## src/rtl/assert_macros.svh

```systemverilog
// ----------------------------------------------------------------------------
// assert_macros.svh
// Assertion wrappers for the priority queue RTL; empty in synthesis.
// ----------------------------------------------------------------------------
`ifndef ASSERT_MACROS_SVH
`define ASSERT_MACROS_SVH

`ifndef SYNTHESIS

// property that must hold at every clock edge outside reset
`define SPQ_ASSERT(name, clk, rst, prop) \
  name: assert property (@(posedge clk) disable iff (rst) (prop)) \
    else $error("spq assertion failed");

// antecedent in one cycle implies consequent in the next
`define SPQ_ASSERT_NEXT(name, clk, rst, ante, cons) \
  name: assert property (@(posedge clk) disable iff (rst) (ante) |=> (cons)) \
    else $error("spq assertion failed");

`else

`define SPQ_ASSERT(name, clk, rst, prop)
`define SPQ_ASSERT_NEXT(name, clk, rst, ante, cons)

`endif

`endif

```

## src/rtl/spq_pkg.sv

```systemverilog
// ----------------------------------------------------------------------------
// spq_pkg
// Shared opcodes, status codes and types of the sorted priority queue.
// ----------------------------------------------------------------------------
`timescale 1ns / 1ps
`default_nettype none

package spq_pkg;

  // request opcodes
  localparam logic OP_ENQ = 1'b0;
  localparam logic OP_DEQ = 1'b1;

  // response status codes
  typedef logic [1:0] status_t;
  localparam status_t STATUS_OK    = 2'd0;
  localparam status_t STATUS_EMPTY = 2'd1;
  localparam status_t STATUS_FULL  = 2'd2;

endpackage

`default_nettype wire

```

## src/rtl/spq_if.sv

```systemverilog
// ----------------------------------------------------------------------------
// spq_if
// Valid/ready channels for queue requests and queue responses.
// ----------------------------------------------------------------------------
`timescale 1ns / 1ps
`default_nettype none

interface spq_req_if #(
  parameter int PAYLOAD_BITS = 16,
  parameter int PRIO_BITS    = 4
);
  logic                    valid;
  logic                    ready;
  logic                    opcode;
  logic [PAYLOAD_BITS-1:0] payload;
  logic [PRIO_BITS-1:0]    prio;

  modport source (output valid, output opcode, output payload, output prio, input ready);
  modport sink   (input valid, input opcode, input payload, input prio, output ready);
endinterface

interface spq_rsp_if #(
  parameter int PAYLOAD_BITS = 16,
  parameter int PRIO_BITS    = 4,
  parameter int OCC_BITS     = 5
);
  logic                    valid;
  logic                    ready;
  logic [PAYLOAD_BITS-1:0] out_payload;
  logic [PRIO_BITS-1:0]    out_prio;
  spq_pkg::status_t        status;
  logic [OCC_BITS-1:0]     occupancy;

  modport source (output valid, output out_payload, output out_prio, output status,
                  output occupancy, input ready);
  modport sink   (input valid, input out_payload, input out_prio, input status,
                  input occupancy, output ready);
endinterface

`default_nettype wire

```

## src/rtl/spq_ram.sv

```systemverilog
// ----------------------------------------------------------------------------
// spq_ram
// Generic single-write, single-read RAM with a registered read port.
// ----------------------------------------------------------------------------
`timescale 1ns / 1ps
`default_nettype none

module spq_ram #(
  parameter int WIDTH = 20,
  parameter int DEPTH = 16
) (
  input  wire logic                                    clk,
  input  wire logic                                    we,
  input  wire logic [((DEPTH > 1) ? $clog2(DEPTH) : 1)-1:0] waddr,
  input  wire logic [WIDTH-1:0]                        wdata,
  input  wire logic [((DEPTH > 1) ? $clog2(DEPTH) : 1)-1:0] raddr,
  output logic      [WIDTH-1:0]                        rdata
);

  logic [WIDTH-1:0] mem [DEPTH];

  // write port
  always_ff @(posedge clk) begin
    if (we) begin
      mem[waddr] <= wdata;
    end
  end

  // registered read port
  always_ff @(posedge clk) begin
    rdata <= mem[raddr];
  end

endmodule

`default_nettype wire

```

## src/rtl/spq_step_unit.sv

```systemverilog
// ----------------------------------------------------------------------------
// spq_step_unit
// Shared compare and ring-pointer step unit used by the queue sequencer.
// ----------------------------------------------------------------------------
`timescale 1ns / 1ps
`default_nettype none

module spq_step_unit #(
  parameter int DEPTH     = 16,
  parameter int PRIO_BITS = 4
) (
  input  wire logic [((DEPTH > 1) ? $clog2(DEPTH) : 1)-1:0] back_ptr,
  input  wire logic [((DEPTH > 1) ? $clog2(DEPTH) : 1)-1:0] fwd_ptr,
  input  wire logic [PRIO_BITS-1:0]                    held_prio,
  input  wire logic [PRIO_BITS-1:0]                    new_prio,
  output logic      [((DEPTH > 1) ? $clog2(DEPTH) : 1)-1:0] prev_ptr,
  output logic      [((DEPTH > 1) ? $clog2(DEPTH) : 1)-1:0] next_ptr,
  output logic                                         moves
);

  localparam int PTR_W = (DEPTH > 1) ? $clog2(DEPTH) : 1;
  localparam logic [PTR_W-1:0] LAST = PTR_W'(DEPTH - 1);

  // ring decrement and increment
  assign prev_ptr = (back_ptr == '0) ? LAST : back_ptr - PTR_W'(1);
  assign next_ptr = (fwd_ptr == LAST) ? '0 : fwd_ptr + PTR_W'(1);

  // stored entry yields its place when its priority is not greater
  assign moves = (held_prio <= new_prio);

endmodule

`default_nettype wire

```

## src/rtl/sorted_priority_queue_unit.sv

```systemverilog
// ----------------------------------------------------------------------------
// sorted_priority_queue_unit
// Bounded priority queue kept in descending priority order in a ring RAM.
// ----------------------------------------------------------------------------
// Usage:
//   req carries one beat per operation: opcode enqueue (payload, prio) or
//   dequeue. Every request beat gives exactly one rsp beat with the dequeued
//   entry (zeros otherwise), a status and the occupancy after the operation.
//   Equal priorities are served newest first. An enqueue on a full queue is
//   dropped with a full status; a dequeue on an empty one returns an empty
//   status.
// Sequencing:
//   one request is worked on at a time; req.ready is high only when idle.
//   A dequeue reads the head entry, then takes it out. An enqueue passes
//   stored entries from the tail until it has passed them all or stops at
//   a higher-priority one, which costs one more read and compare, and then
//   inserts. Each pass is one RAM read and one compare-and-move through
//   the shared step unit. Full or empty rejects go straight to the response.
// Reset: rst clears the occupancy and the ring pointers; RAM contents are
//   not cleared and no clearing pass is needed.
// Backpressure: the response waits in an output register while rsp.ready is
//   low; the next request is accepted meanwhile and holds in its last step.
// ----------------------------------------------------------------------------
`timescale 1ns / 1ps
`default_nettype none

module sorted_priority_queue_unit #(
  parameter int DEPTH        = 16,
  parameter int PAYLOAD_BITS = 16,
  parameter int PRIO_BITS    = 4
) (
  input wire logic  clk,
  input wire logic  rst,
  spq_req_if.sink   req,
  spq_rsp_if.source rsp
);

  import spq_pkg::*;

  `include "assert_macros.svh"

  localparam int PTR_W  = (DEPTH > 1) ? $clog2(DEPTH) : 1;
  localparam int CNT_W  = $clog2(DEPTH + 1);
  localparam int WORD_W = PAYLOAD_BITS + PRIO_BITS;
  localparam logic [CNT_W-1:0] FULL_CNT = CNT_W'(DEPTH);

  // sequencer states
  localparam logic [2:0] ST_IDLE = 3'd0;
  localparam logic [2:0] ST_ERD  = 3'd1;
  localparam logic [2:0] ST_ECMP = 3'd2;
  localparam logic [2:0] ST_EINS = 3'd3;
  localparam logic [2:0] ST_DRD  = 3'd4;
  localparam logic [2:0] ST_DOUT = 3'd5;
  localparam logic [2:0] ST_FIN  = 3'd6;

  logic [2:0]              state;
  logic [CNT_W-1:0]        count;
  logic [PTR_W-1:0]        head;
  logic [PTR_W-1:0]        tail;
  logic [PTR_W-1:0]        cur;
  logic [CNT_W-1:0]        steps;
  logic                    op;
  logic [PAYLOAD_BITS-1:0] new_payload;
  logic [PRIO_BITS-1:0]    new_prio;
  logic [PAYLOAD_BITS-1:0] res_payload;
  logic [PRIO_BITS-1:0]    res_prio;
  status_t                 res_status;

  logic                    rsp_valid;
  logic [PAYLOAD_BITS-1:0] rsp_payload;
  logic [PRIO_BITS-1:0]    rsp_prio;
  status_t                 rsp_status;
  logic [CNT_W-1:0]        rsp_occupancy;

  logic                    ram_we;
  logic [PTR_W-1:0]        ram_waddr;
  logic [WORD_W-1:0]       ram_wdata;
  logic [PTR_W-1:0]        ram_raddr;
  logic [WORD_W-1:0]       ram_rdata;

  logic [PTR_W-1:0]        fwd_ptr;
  logic [PTR_W-1:0]        prev_ptr;
  logic [PTR_W-1:0]        next_ptr;
  logic                    moves;
  logic                    req_beat;
  logic                    rsp_free;

  assign req_beat = req.valid && req.ready;
  assign rsp_free = !rsp_valid || rsp.ready;

  // entry store
  spq_ram #(
    .WIDTH (WORD_W),
    .DEPTH (DEPTH)
  ) u_ram (
    .clk   (clk),
    .we    (ram_we),
    .waddr (ram_waddr),
    .wdata (ram_wdata),
    .raddr (ram_raddr),
    .rdata (ram_rdata)
  );

  // shared compare and pointer step
  assign fwd_ptr = (op == OP_DEQ) ? head : tail;

  spq_step_unit #(
    .DEPTH     (DEPTH),
    .PRIO_BITS (PRIO_BITS)
  ) u_step (
    .back_ptr  (cur),
    .fwd_ptr   (fwd_ptr),
    .held_prio (ram_rdata[PRIO_BITS-1:0]),
    .new_prio  (new_prio),
    .prev_ptr  (prev_ptr),
    .next_ptr  (next_ptr),
    .moves     (moves)
  );

  // ram port control
  always_comb begin
    ram_raddr = (state == ST_ERD) ? prev_ptr : head;
    ram_waddr = cur;
    ram_we    = 1'b0;
    ram_wdata = {new_payload, new_prio};
    if (state == ST_ECMP && moves) begin
      ram_we    = 1'b1;
      ram_wdata = ram_rdata;
    end else if (state == ST_EINS) begin
      ram_we    = 1'b1;
    end
  end

  // request handshake
  assign req.ready = (state == ST_IDLE);

  // sequencer
  always_ff @(posedge clk) begin
    if (rst) begin
      state <= ST_IDLE;
      count <= '0;
      head  <= '0;
      tail  <= '0;
    end else begin
      unique case (state)
        ST_IDLE: begin
          if (req_beat) begin
            op          <= req.opcode;
            new_payload <= req.payload;
            new_prio    <= req.prio;
            res_payload <= '0;
            res_prio    <= '0;
            res_status  <= STATUS_OK;
            cur         <= tail;
            steps       <= count;
            if (req.opcode == OP_ENQ) begin
              if (count == FULL_CNT) begin
                res_status <= STATUS_FULL;
                state      <= ST_FIN;
              end else if (count == '0) begin
                state <= ST_EINS;
              end else begin
                state <= ST_ERD;
              end
            end else begin
              if (count == '0) begin
                res_status <= STATUS_EMPTY;
                state      <= ST_FIN;
              end else begin
                state <= ST_DRD;
              end
            end
          end
        end
        ST_ERD: begin
          state <= ST_ECMP;
        end
        ST_ECMP: begin
          if (moves) begin
            cur   <= prev_ptr;
            steps <= steps - CNT_W'(1);
            state <= (steps == CNT_W'(1)) ? ST_EINS : ST_ERD;
          end else begin
            state <= ST_EINS;
          end
        end
        ST_EINS: begin
          tail  <= next_ptr;
          count <= count + CNT_W'(1);
          state <= ST_FIN;
        end
        ST_DRD: begin
          state <= ST_DOUT;
        end
        ST_DOUT: begin
          res_payload <= ram_rdata[WORD_W-1:PRIO_BITS];
          res_prio    <= ram_rdata[PRIO_BITS-1:0];
          head        <= next_ptr;
          count       <= count - CNT_W'(1);
          state       <= ST_FIN;
        end
        ST_FIN: begin
          if (rsp_free) begin
            state <= ST_IDLE;
          end
        end
        default: begin
          state <= ST_IDLE;
        end
      endcase
    end
  end

  // response register
  always_ff @(posedge clk) begin
    if (rst) begin
      rsp_valid <= 1'b0;
    end else if (state == ST_FIN && rsp_free) begin
      rsp_valid <= 1'b1;
    end else if (rsp.ready) begin
      rsp_valid <= 1'b0;
    end
  end

  always_ff @(posedge clk) begin
    if (state == ST_FIN && rsp_free) begin
      rsp_payload   <= res_payload;
      rsp_prio      <= res_prio;
      rsp_status    <= res_status;
      rsp_occupancy <= count;
    end
  end

  assign rsp.valid       = rsp_valid;
  assign rsp.out_payload = rsp_payload;
  assign rsp.out_prio    = rsp_prio;
  assign rsp.status      = rsp_status;
  assign rsp.occupancy   = rsp_occupancy;

  // checks
  `SPQ_ASSERT(a_count_bound, clk, rst, count <= FULL_CNT)
  `SPQ_ASSERT(a_ring_ends, clk, rst, (count == '0 || count == FULL_CNT) -> (head == tail))
  `SPQ_ASSERT_NEXT(a_deq_shrinks, clk, rst, state == ST_DOUT, count == $past(count) - CNT_W'(1))
  `SPQ_ASSERT(a_rsp_from_fin, clk, rst, $rose(rsp_valid) -> ($past(state) == ST_FIN))

endmodule

`default_nettype wire
```

## src/flat_wrapper.sv

```systemverilog
// flat-port wrapper written by rule: the top's interface ports become plain ports
module sorted_priority_queue_unit_flat import spq_pkg::*;
#(
  parameter int DEPTH        = 16,
  parameter int PAYLOAD_BITS = 16,
  parameter int PRIO_BITS    = 4
)
  (clk, rst, req_valid, req_opcode, req_payload, req_prio, req_ready, rsp_valid, rsp_out_payload, rsp_out_prio, rsp_status, rsp_occupancy, rsp_ready);
  spq_req_if #(.PAYLOAD_BITS(PAYLOAD_BITS), .PRIO_BITS(PRIO_BITS)) req_i ();
  spq_rsp_if #(.PAYLOAD_BITS(PAYLOAD_BITS), .PRIO_BITS(PRIO_BITS)) rsp_i ();
  input wire logic clk;
  input wire logic rst;
  input wire logic [$bits(req_i.valid)-1:0] req_valid;
  input wire logic [$bits(req_i.opcode)-1:0] req_opcode;
  input wire logic [$bits(req_i.payload)-1:0] req_payload;
  input wire logic [$bits(req_i.prio)-1:0] req_prio;
  output wire logic [$bits(req_i.ready)-1:0] req_ready;
  output wire logic [$bits(rsp_i.valid)-1:0] rsp_valid;
  output wire logic [$bits(rsp_i.out_payload)-1:0] rsp_out_payload;
  output wire logic [$bits(rsp_i.out_prio)-1:0] rsp_out_prio;
  output wire logic [$bits(rsp_i.status)-1:0] rsp_status;
  output wire logic [$bits(rsp_i.occupancy)-1:0] rsp_occupancy;
  input wire logic [$bits(rsp_i.ready)-1:0] rsp_ready;
  assign req_i.valid = req_valid;
  assign req_i.opcode = req_opcode;
  assign req_i.payload = req_payload;
  assign req_i.prio = req_prio;
  assign req_ready = req_i.ready;
  assign rsp_valid = rsp_i.valid;
  assign rsp_out_payload = rsp_i.out_payload;
  assign rsp_out_prio = rsp_i.out_prio;
  assign rsp_status = rsp_i.status;
  assign rsp_occupancy = rsp_i.occupancy;
  assign rsp_i.ready = rsp_ready;
  sorted_priority_queue_unit #(.DEPTH(DEPTH), .PAYLOAD_BITS(PAYLOAD_BITS), .PRIO_BITS(PRIO_BITS)) u_core (.clk(clk), .rst(rst), .req(req_i), .rsp(rsp_i));
endmodule
```

## config.mk

```make
export PLATFORM = sky130hd
export DESIGN_NAME = sorted_priority_queue_unit_flat
export DESIGN_NICKNAME = d
export VERILOG_FILES = /design/src/rtl/spq_pkg.sv /design/src/rtl/spq_if.sv /design/src/rtl/spq_ram.sv /design/src/rtl/spq_step_unit.sv /design/src/rtl/sorted_priority_queue_unit.sv /design/src/flat_wrapper.sv
export VERILOG_INCLUDE_DIRS = /design/src /design/src/rtl
export SDC_FILE = /design/constraint.sdc
export NUM_CORES = 1
export LEC_CHECK = 0
export BUFFER_PORTS_ARGS = -buffer_cell sky130_fd_sc_hd__buf_2
export CAP_MARGIN = 20
export CORE_UTILIZATION = 35
export CTS_BUF_LIST = sky130_fd_sc_hd__clkbuf_8
export CTS_CLUSTER_SIZE = 30
export DETAILED_ROUTE_END_ITERATION = 12
export SYNTH_ARGS = -nofsm -noshare
export SYNTH_HDL_FRONTEND = slang
export SYNTH_SLANG_ARGS = --single-unit
```

## constraint.sdc

```tcl
create_clock -name clk -period 4.3 [get_ports clk]
set_input_delay 0.43 -clock clk [delete_from_list [all_inputs] [get_ports clk]]
set_output_delay 0.43 -clock clk [all_outputs]
set_load 0.02 [all_outputs]
```

### Word-level counts from Yosys, hierarchy flattened

Memories as Yosys holds them, arrays and structs flattened. A register that Yosys moved wholly into a read port is not among the register bits.
Cells that the tools add are included.

| word-level totals | value |
|---|---|
| register bits after elaboration | 96 |
| latch bits | 0 |
| RAM bits | 320 |
| memory bits (read-only) | 0 |
| input bits | 25 |
| output and inout port bits | 29 |
| word-level logic and storage cells | 88 |
| memories | 1 |

Memories:

| memory | words | bits a word | rd ports | clocked after Yosys merged registers in | wr ports | RTL line | text |
|---|---|---|---|---|---|---|---|
| u_core.u_ram.mem | 16 | 20 | 1 | 1 | 1 | spq_ram.sv:20 | `logic [WIDTH-1:0] mem [DEPTH];` |

| cells by class | value |
|---|---|
| add/subtract/negate cells | 5 |
| $mul | 0 |
| divide/modulo/power cells | 0 |
| magnitude comparators | 1 |
| equality and inequality tests | 12 |
| shifts and indexed selects | 0 |
| multiplexer cells | 34 |
| bitwise operators | 1 |
| reduce and logical (&&, ||, !) cells | 17 |

Operators by type and width:

| cell | number |
|---|---|
| one-hot mux 16 bit (2 select lines) | 1 |
| 2-to-1 mux 4 bit | 7 |
| 2-to-1 mux 20 bit | 1 |
| one-hot mux 5 bit (2 select lines) | 2 |
| one-hot mux 3 bit (6 select lines) | 1 |
| 2-to-1 mux 16 bit | 1 |
| one-hot mux 4 bit (2 select lines) | 2 |
| 2-to-1 mux 3 bit | 5 |
| 2-to-1 mux 2 bit | 5 |
| 2-to-1 mux 5 bit | 2 |
| subtractor 5 x 1 -> 5 bit, second input constant | 2 |
| == test 3 bit, second input constant | 3 |
| nonzero test 2 bit | 4 |
| 2-to-1 mux 1 bit | 7 |
| == test 3 x 2 -> 1 bit, second input constant | 2 |
| AND reduction 3 bit | 2 |
| adder 5 x 1 -> 5 bit, second input constant | 1 |
| == test 5 x 1 -> 1 bit, second input constant | 1 |
| == test 5 bit, second input constant | 1 |
| logical NOT 5 bit | 1 |
| adder 4 x 1 -> 4 bit, second input constant | 1 |
| == test 4 bit, second input constant | 1 |
| less-or-equal comparator 4 bit | 1 |
| logical NOT 4 bit | 1 |
| other kinds (12) | 15 |

### Longest topological paths before layout

| depth | value |
|---|---|
| word-level depth | 6 |
| mapped depth | 11 |
| gate-level depth less buffers | 9 |

### Cells and area by module

From an unflattened synthesis, not the netlist that was laid out.

| unflattened totals | value |
|---|---|
| cell total of the unflattened synthesis | 831 |
| area, all modules | 16797.4 µm² |

Modules (own cells, without submodules):

| module | instances | cells each | area an instance (µm²) | sequential area each (µm²) |
|---|---|---|---|---|
| spq_ram | 1 | 533 | 12530.8 | 10009.6 |
| sorted_priority_queue_unit | 1 | 266 | 4051.4 | 2712.6 |
| spq_step_unit | 1 | 32 | 215.2 | 0.0 |

### Worst setup path before layout

OpenSTA, ideal clock, no wires.

| timing | value |
|---|---|
| kind | flip-flop to flip-flop |
| from | register u_core.new_prio[1] |
| to | memory u_core.u_ram.mem[0][0], enable pin |
| library setup time | 404 ps |
| arrival time | 2726 ps |
| required time | 3896 ps |
| path slack | 1170 ps |
| cell stages (with the launch flop) | 10 |
| buffers on the path | 1 |
| period minus slack after synthesis | 3130 ps |
| cell sequence | edfxtp_1 inv_1 ha_1 nor2b_1 o21a_1 o21a_1 o21ai_0 nand2_1 buf_1 a21oi_1 |

| between the ends | value |
|---|---|
| longest elaborated chain between the ends | 5 |

Ends and longest elaborated chain:

| what | RTL line | text |
|---|---|---|
| start, declared | sorted_priority_queue_unit.sv:64 | `logic [PRIO_BITS-1:0] new_prio;` |
| start signal, assigned | sorted_priority_queue_unit.sv:150 | `new_prio <= req.prio;` |
| less-or-equal comparator 4 bit | spq_step_unit.sv:29 | `assign moves = (held_prio <= new_prio);` |
| logical AND 1 bit | sorted_priority_queue_unit.sv:126 | `if (state == ST_ECMP && moves) begin` |
| 2-to-1 mux 1 bit | sorted_priority_queue_unit.sv:126 |  |
| 2-to-1 mux 1 bit | spq_ram.sv:24 | `if (we) begin` |
| 2-to-1 mux 1 bit (implied by the code) | spq_ram.sv:25 | `mem[waddr] <= wdata;` |
| end, declared | spq_ram.sv:20 |  |

No other way between the ends.

### Worst setup path in the final report

| timing | value |
|---|---|
| from | register u_core.state[0] |
| to | register u_core.u_ram.rdata[1] (read register of u_core.u_ram.mem) |

| between the ends | value |
|---|---|
| longest elaborated chain between the ends | 2 |

Ends and longest elaborated chain:

| what | RTL line | text |
|---|---|---|
| start, declared | sorted_priority_queue_unit.sv:56 | `logic [2:0] state;` |
| start signal, assigned | sorted_priority_queue_unit.sv:182 | `state <= (steps == CNT_W'(1)) ? ST_EINS : ST_ERD;` |
| == test 3 x 1 -> 1 bit | sorted_priority_queue_unit.sv:122 | `ram_raddr = (state == ST_ERD) ? prev_ptr : head;` |
| 2-to-1 mux 4 bit | sorted_priority_queue_unit.sv:122 |  |
| end, declared | spq_ram.sv:17 | `output logic [WIDTH-1:0] rdata` |

No other way between the ends.
A chain may end at the register's enable or synchronous reset.

==> run_results.csv <==
group,metric,value,unit
pwr,leakagePower,6.97,nW
routing,ant_nets,0,
final_layout,drive_gt1_frac,0.185,
routing,viasPerCell,5.07,
sta,relSlewSlack,0.279,
sta,rsz0062_at_grt,"false",
logic_synthesis,synth-xor-area-share,0.00409,
sta,finClkSkew,0.0304,ns
placed_design,portBuffers,53,
critical_path,crit_buf_inv,1,
sta,hold_viol,0,
final_layout,antenna_cells,0,
hold_path,hold_path.class,"primary input to register",
floorplanning,die_h,223,um
logic_synthesis,synth_top_family_by_area,"multiplexers",
placed_design,dpl-instance-area,18400,um2
critical_path,cp_top_family,"multiplexers",
cts,cts-resized-gates,0,
routing,firstDrtPassIters,5,
logic_synthesis,ys_async_sr_fraction,0,
logic_synthesis,synth_edf_count,399,
floorplanning,start_util,0.357,
logic_synthesis,syn_avg_cell_area,16.1,um2
placed_design,finalWeightedCongestion,0.780,
routing,drc,0,
global_route,antenna_found_initial,1,
sta,setup_viol,0,
logic_synthesis,synthAdderAreaFrac,0.0121,
critical_path,cp.arrival,3.76,ns
routing,wirelength,38200,um
critical_path,crit_required,4.73,ns
critical_path,worstPathMaxFanout,16,
pwr,ir_drop,0.211,mV
critical_path,worst_path_max_delay_cell,"mux2i_4",
global_route,grt_pass1_vias,9387,
final_layout,synthToLayoutAreaGrowth,15.9,%
routing,routed-via-count,9377,
critical_path,path_cells,"nor3b_4 > mux2i_4 > buf_4 > mux2i_1 > nand2_1 > a32oi_1 > nand3_1",
placed_design,dp_hpwl,22000,um
logic_synthesis,yosysSeqAreaShare,0.743,
cts,cts_sinks,436,
logic_synthesis,synth_fp_nets,1107,
logic_synthesis,synthCells,1066,
status,status,"finished clean",
final_layout,n_fill_cell,4321,
sta,final-max-slew-violation-count,0,
floorplanning,die-area,49800,um2
logic_synthesis,synth-simple-area-share,0.0580,
logic_synthesis,synthFlopType,"edfxtp_1",
sta,worst_slack,0.972,ns
sta,worst_slew_pin_slew,1.06,ns
cts,root_buffer,"clkbuf_8",
routing,wl_per_cell,20.7,um
sta,fin_crit_sh,0.774,
cts,cts_inserted_buffers,71,
flow_run,maxCapViolCount,0,
cts,cts_tree,"done",
logic_synthesis,synth_cell_types,44,
cts,clkTransAtPathRegs,0.06,ns
critical_path,critical_path_class,"register to register",
floorplanning,io-pin-count,54,
floorplanning,core,48000,um2
pwr,powerDensity,574,nW/um2
critical_path,cp-start-kind,"register",
logic_synthesis,synthMuxAreaShare,0.0988,
final_layout,final_cell_area,19900,um2
critical_path,endpoint_kind,"register",
floorplanning,die_w,223,um
logic_synthesis,synth_compound_area_frac,0.0652,
global_route,grt_pass1_wl,57200,um
global_route,track_usage,0.154,
cts,insertion_delay,0.59,ns
global_route,grt_max_degree,49,
floorplanning,row_count,80,
logic_synthesis,syn_area,17100,um2
placed_design,place_ws,0.982,ns
sta,fmax,0.300,GHz
logic_synthesis,synth_seq_cells,436,
critical_path,slowest_delay,0.98,ns
cts,clk_path_buf_depth,3,
final_layout,fin_nets,1221,
pwr,power.total,11.4,mW
sta,fin_crit,3.33,ns
cts,htree_levels,3,
routing,dr.first_iter.drc_count,742,
global_route,grt_overflow,0,
logic_synthesis,ys_warn_count,0,
sta,setup_tns,0,ns
==> synth_stat cells, drive strengths merged (16+ instances only) <==
library cell	n	share of area
a21oi	61	0.018
a221o	40	0.023
a32oi	21	0.011
and2	22	0.0080
buf	29	0.0095
clkbuf	28	0.0061
dfxtp	37	0.043
edfxtp	399	0.70
inv	16	0.0035
mux2	24	0.016
mux2i	142	0.083
nand2	113	0.025
nand3	24	0.0070
==> sequential cells by signal, summed over array words and instances, names as in the netlist, 3 cells and up <==
signal / flops
u_core.u_ram.mem: 320
u_core.u_ram.rdata: 20
u_core.new_payload: 16
u_core.res_payload: 16
u_core.rsp.out_payload: 16
u_core.count: 5
u_core.rsp.occupancy: 5
u_core.steps: 5
u_core.cur: 4
u_core.head: 4
u_core.new_prio: 4
u_core.res_prio: 4
u_core.rsp.out_prio: 4
u_core.tail: 4
u_core.state: 3
==> layer usage <==
metal	vias up	wire, um	GRT usage
li1	4354	-	-
met1	4691	16300	0.198
met2	261	18800	0.262
met3	71	2240	0.0299
met4	0	915	0.0516
met5	-	0	0
==> repair_timing <==
| action | CTS | global route |
|---|---|---|
| hold buffers | 5 | 1 |
| hold endpoints to repair | 5 | 1 |
| buffers inserted | 0 | 0 |
==> where the power goes <==
part	leakage [nW]	internal [mW]	total [mW]	switching [mW]
Sequential	3.92	5.32	5.55	0.230
Clock	0.784	1.81	3.39	1.57
Combinational	2.26	0.846	2.46	1.61
Total	6.97	7.99	11.4	3.42
==> worst register-to-register path: cells and delay by family (launching register included) <==
kind	cells	cell delay, ns
buffers and inverters	1	0.35
DFF	1	0.52
and+or+nand+nor	3	0.86
AOI/OAI and AO/OA	1	0.22
muxes	2	1.23
==> logic make-up (layout without fill, tap and decap cells) <==
logic type      Yosys count  after routing
fa+ha+maj                16             16
simple gates            211            211
mux                     166            166
compound gates          156            156
flops                   436            436
xor+xnor                  8              8
buf+inv                  73            242
==> final cells by class <==
| type | instances | area (um2) | area share |
|---|---|---|---|
| clock inverters | 49 | 269 | 0.0135 |
| flip-flops and latches | 436 | 12700 | 0.641 |
| well taps | 615 | 769 | 0.0387 |
| multi-input cells | 557 | 4170 | 0.210 |
| clock buffers | 79 | 1090 | 0.0547 |
| repair buffers | 98 | 783 | 0.0394 |
| inverters | 16 | 60.1 | 0.00302 |
==> per-stage QoR <==
stage,hold slack [ns],instances,utilization
after floorplan,0.400,1066,-
after global placement,0.401,1714,0.383
after detailed placement,0.405,1715,0.384
after CTS,0.000529,1848,0.413
after global routing,0.000939,1850,0.413
final,0.0358,1850,0.413
==> worst paths after layout <==
path	end	startpoint	slack [ns]	cells after the start
setup / recovery	u_core.u_ram.rdata[1]	u_core.state[0]	0.97	7
hold / removal	u_core.new_payload[7]	req_payload[7]	0.04	1
setup reg to reg	u_core.u_ram.rdata[1]	u_core.state[0]	0.97	7
hold reg to reg	u_core.rsp.out_prio[3]	u_core.res_prio[3]	0.42	0
==> placed cells by master (no fill, tap or decap), types with 22 or more instances in the layout <==
master	Yosys	routed
a221o_1	40	40
dfxtp_1	37	37
a21oi_1	61	59
inv_1	16	38
mux2i_1	142	141
nand3_1	24	24
clkbuf_8	0	79
edfxtp_1	399	399
buf_2	16	53
mux2_2	24	24
buf_4	9	26
nand2_1	113	113
and2_1	22	22
No activity file was read; power rests on OpenSTA's default activity.
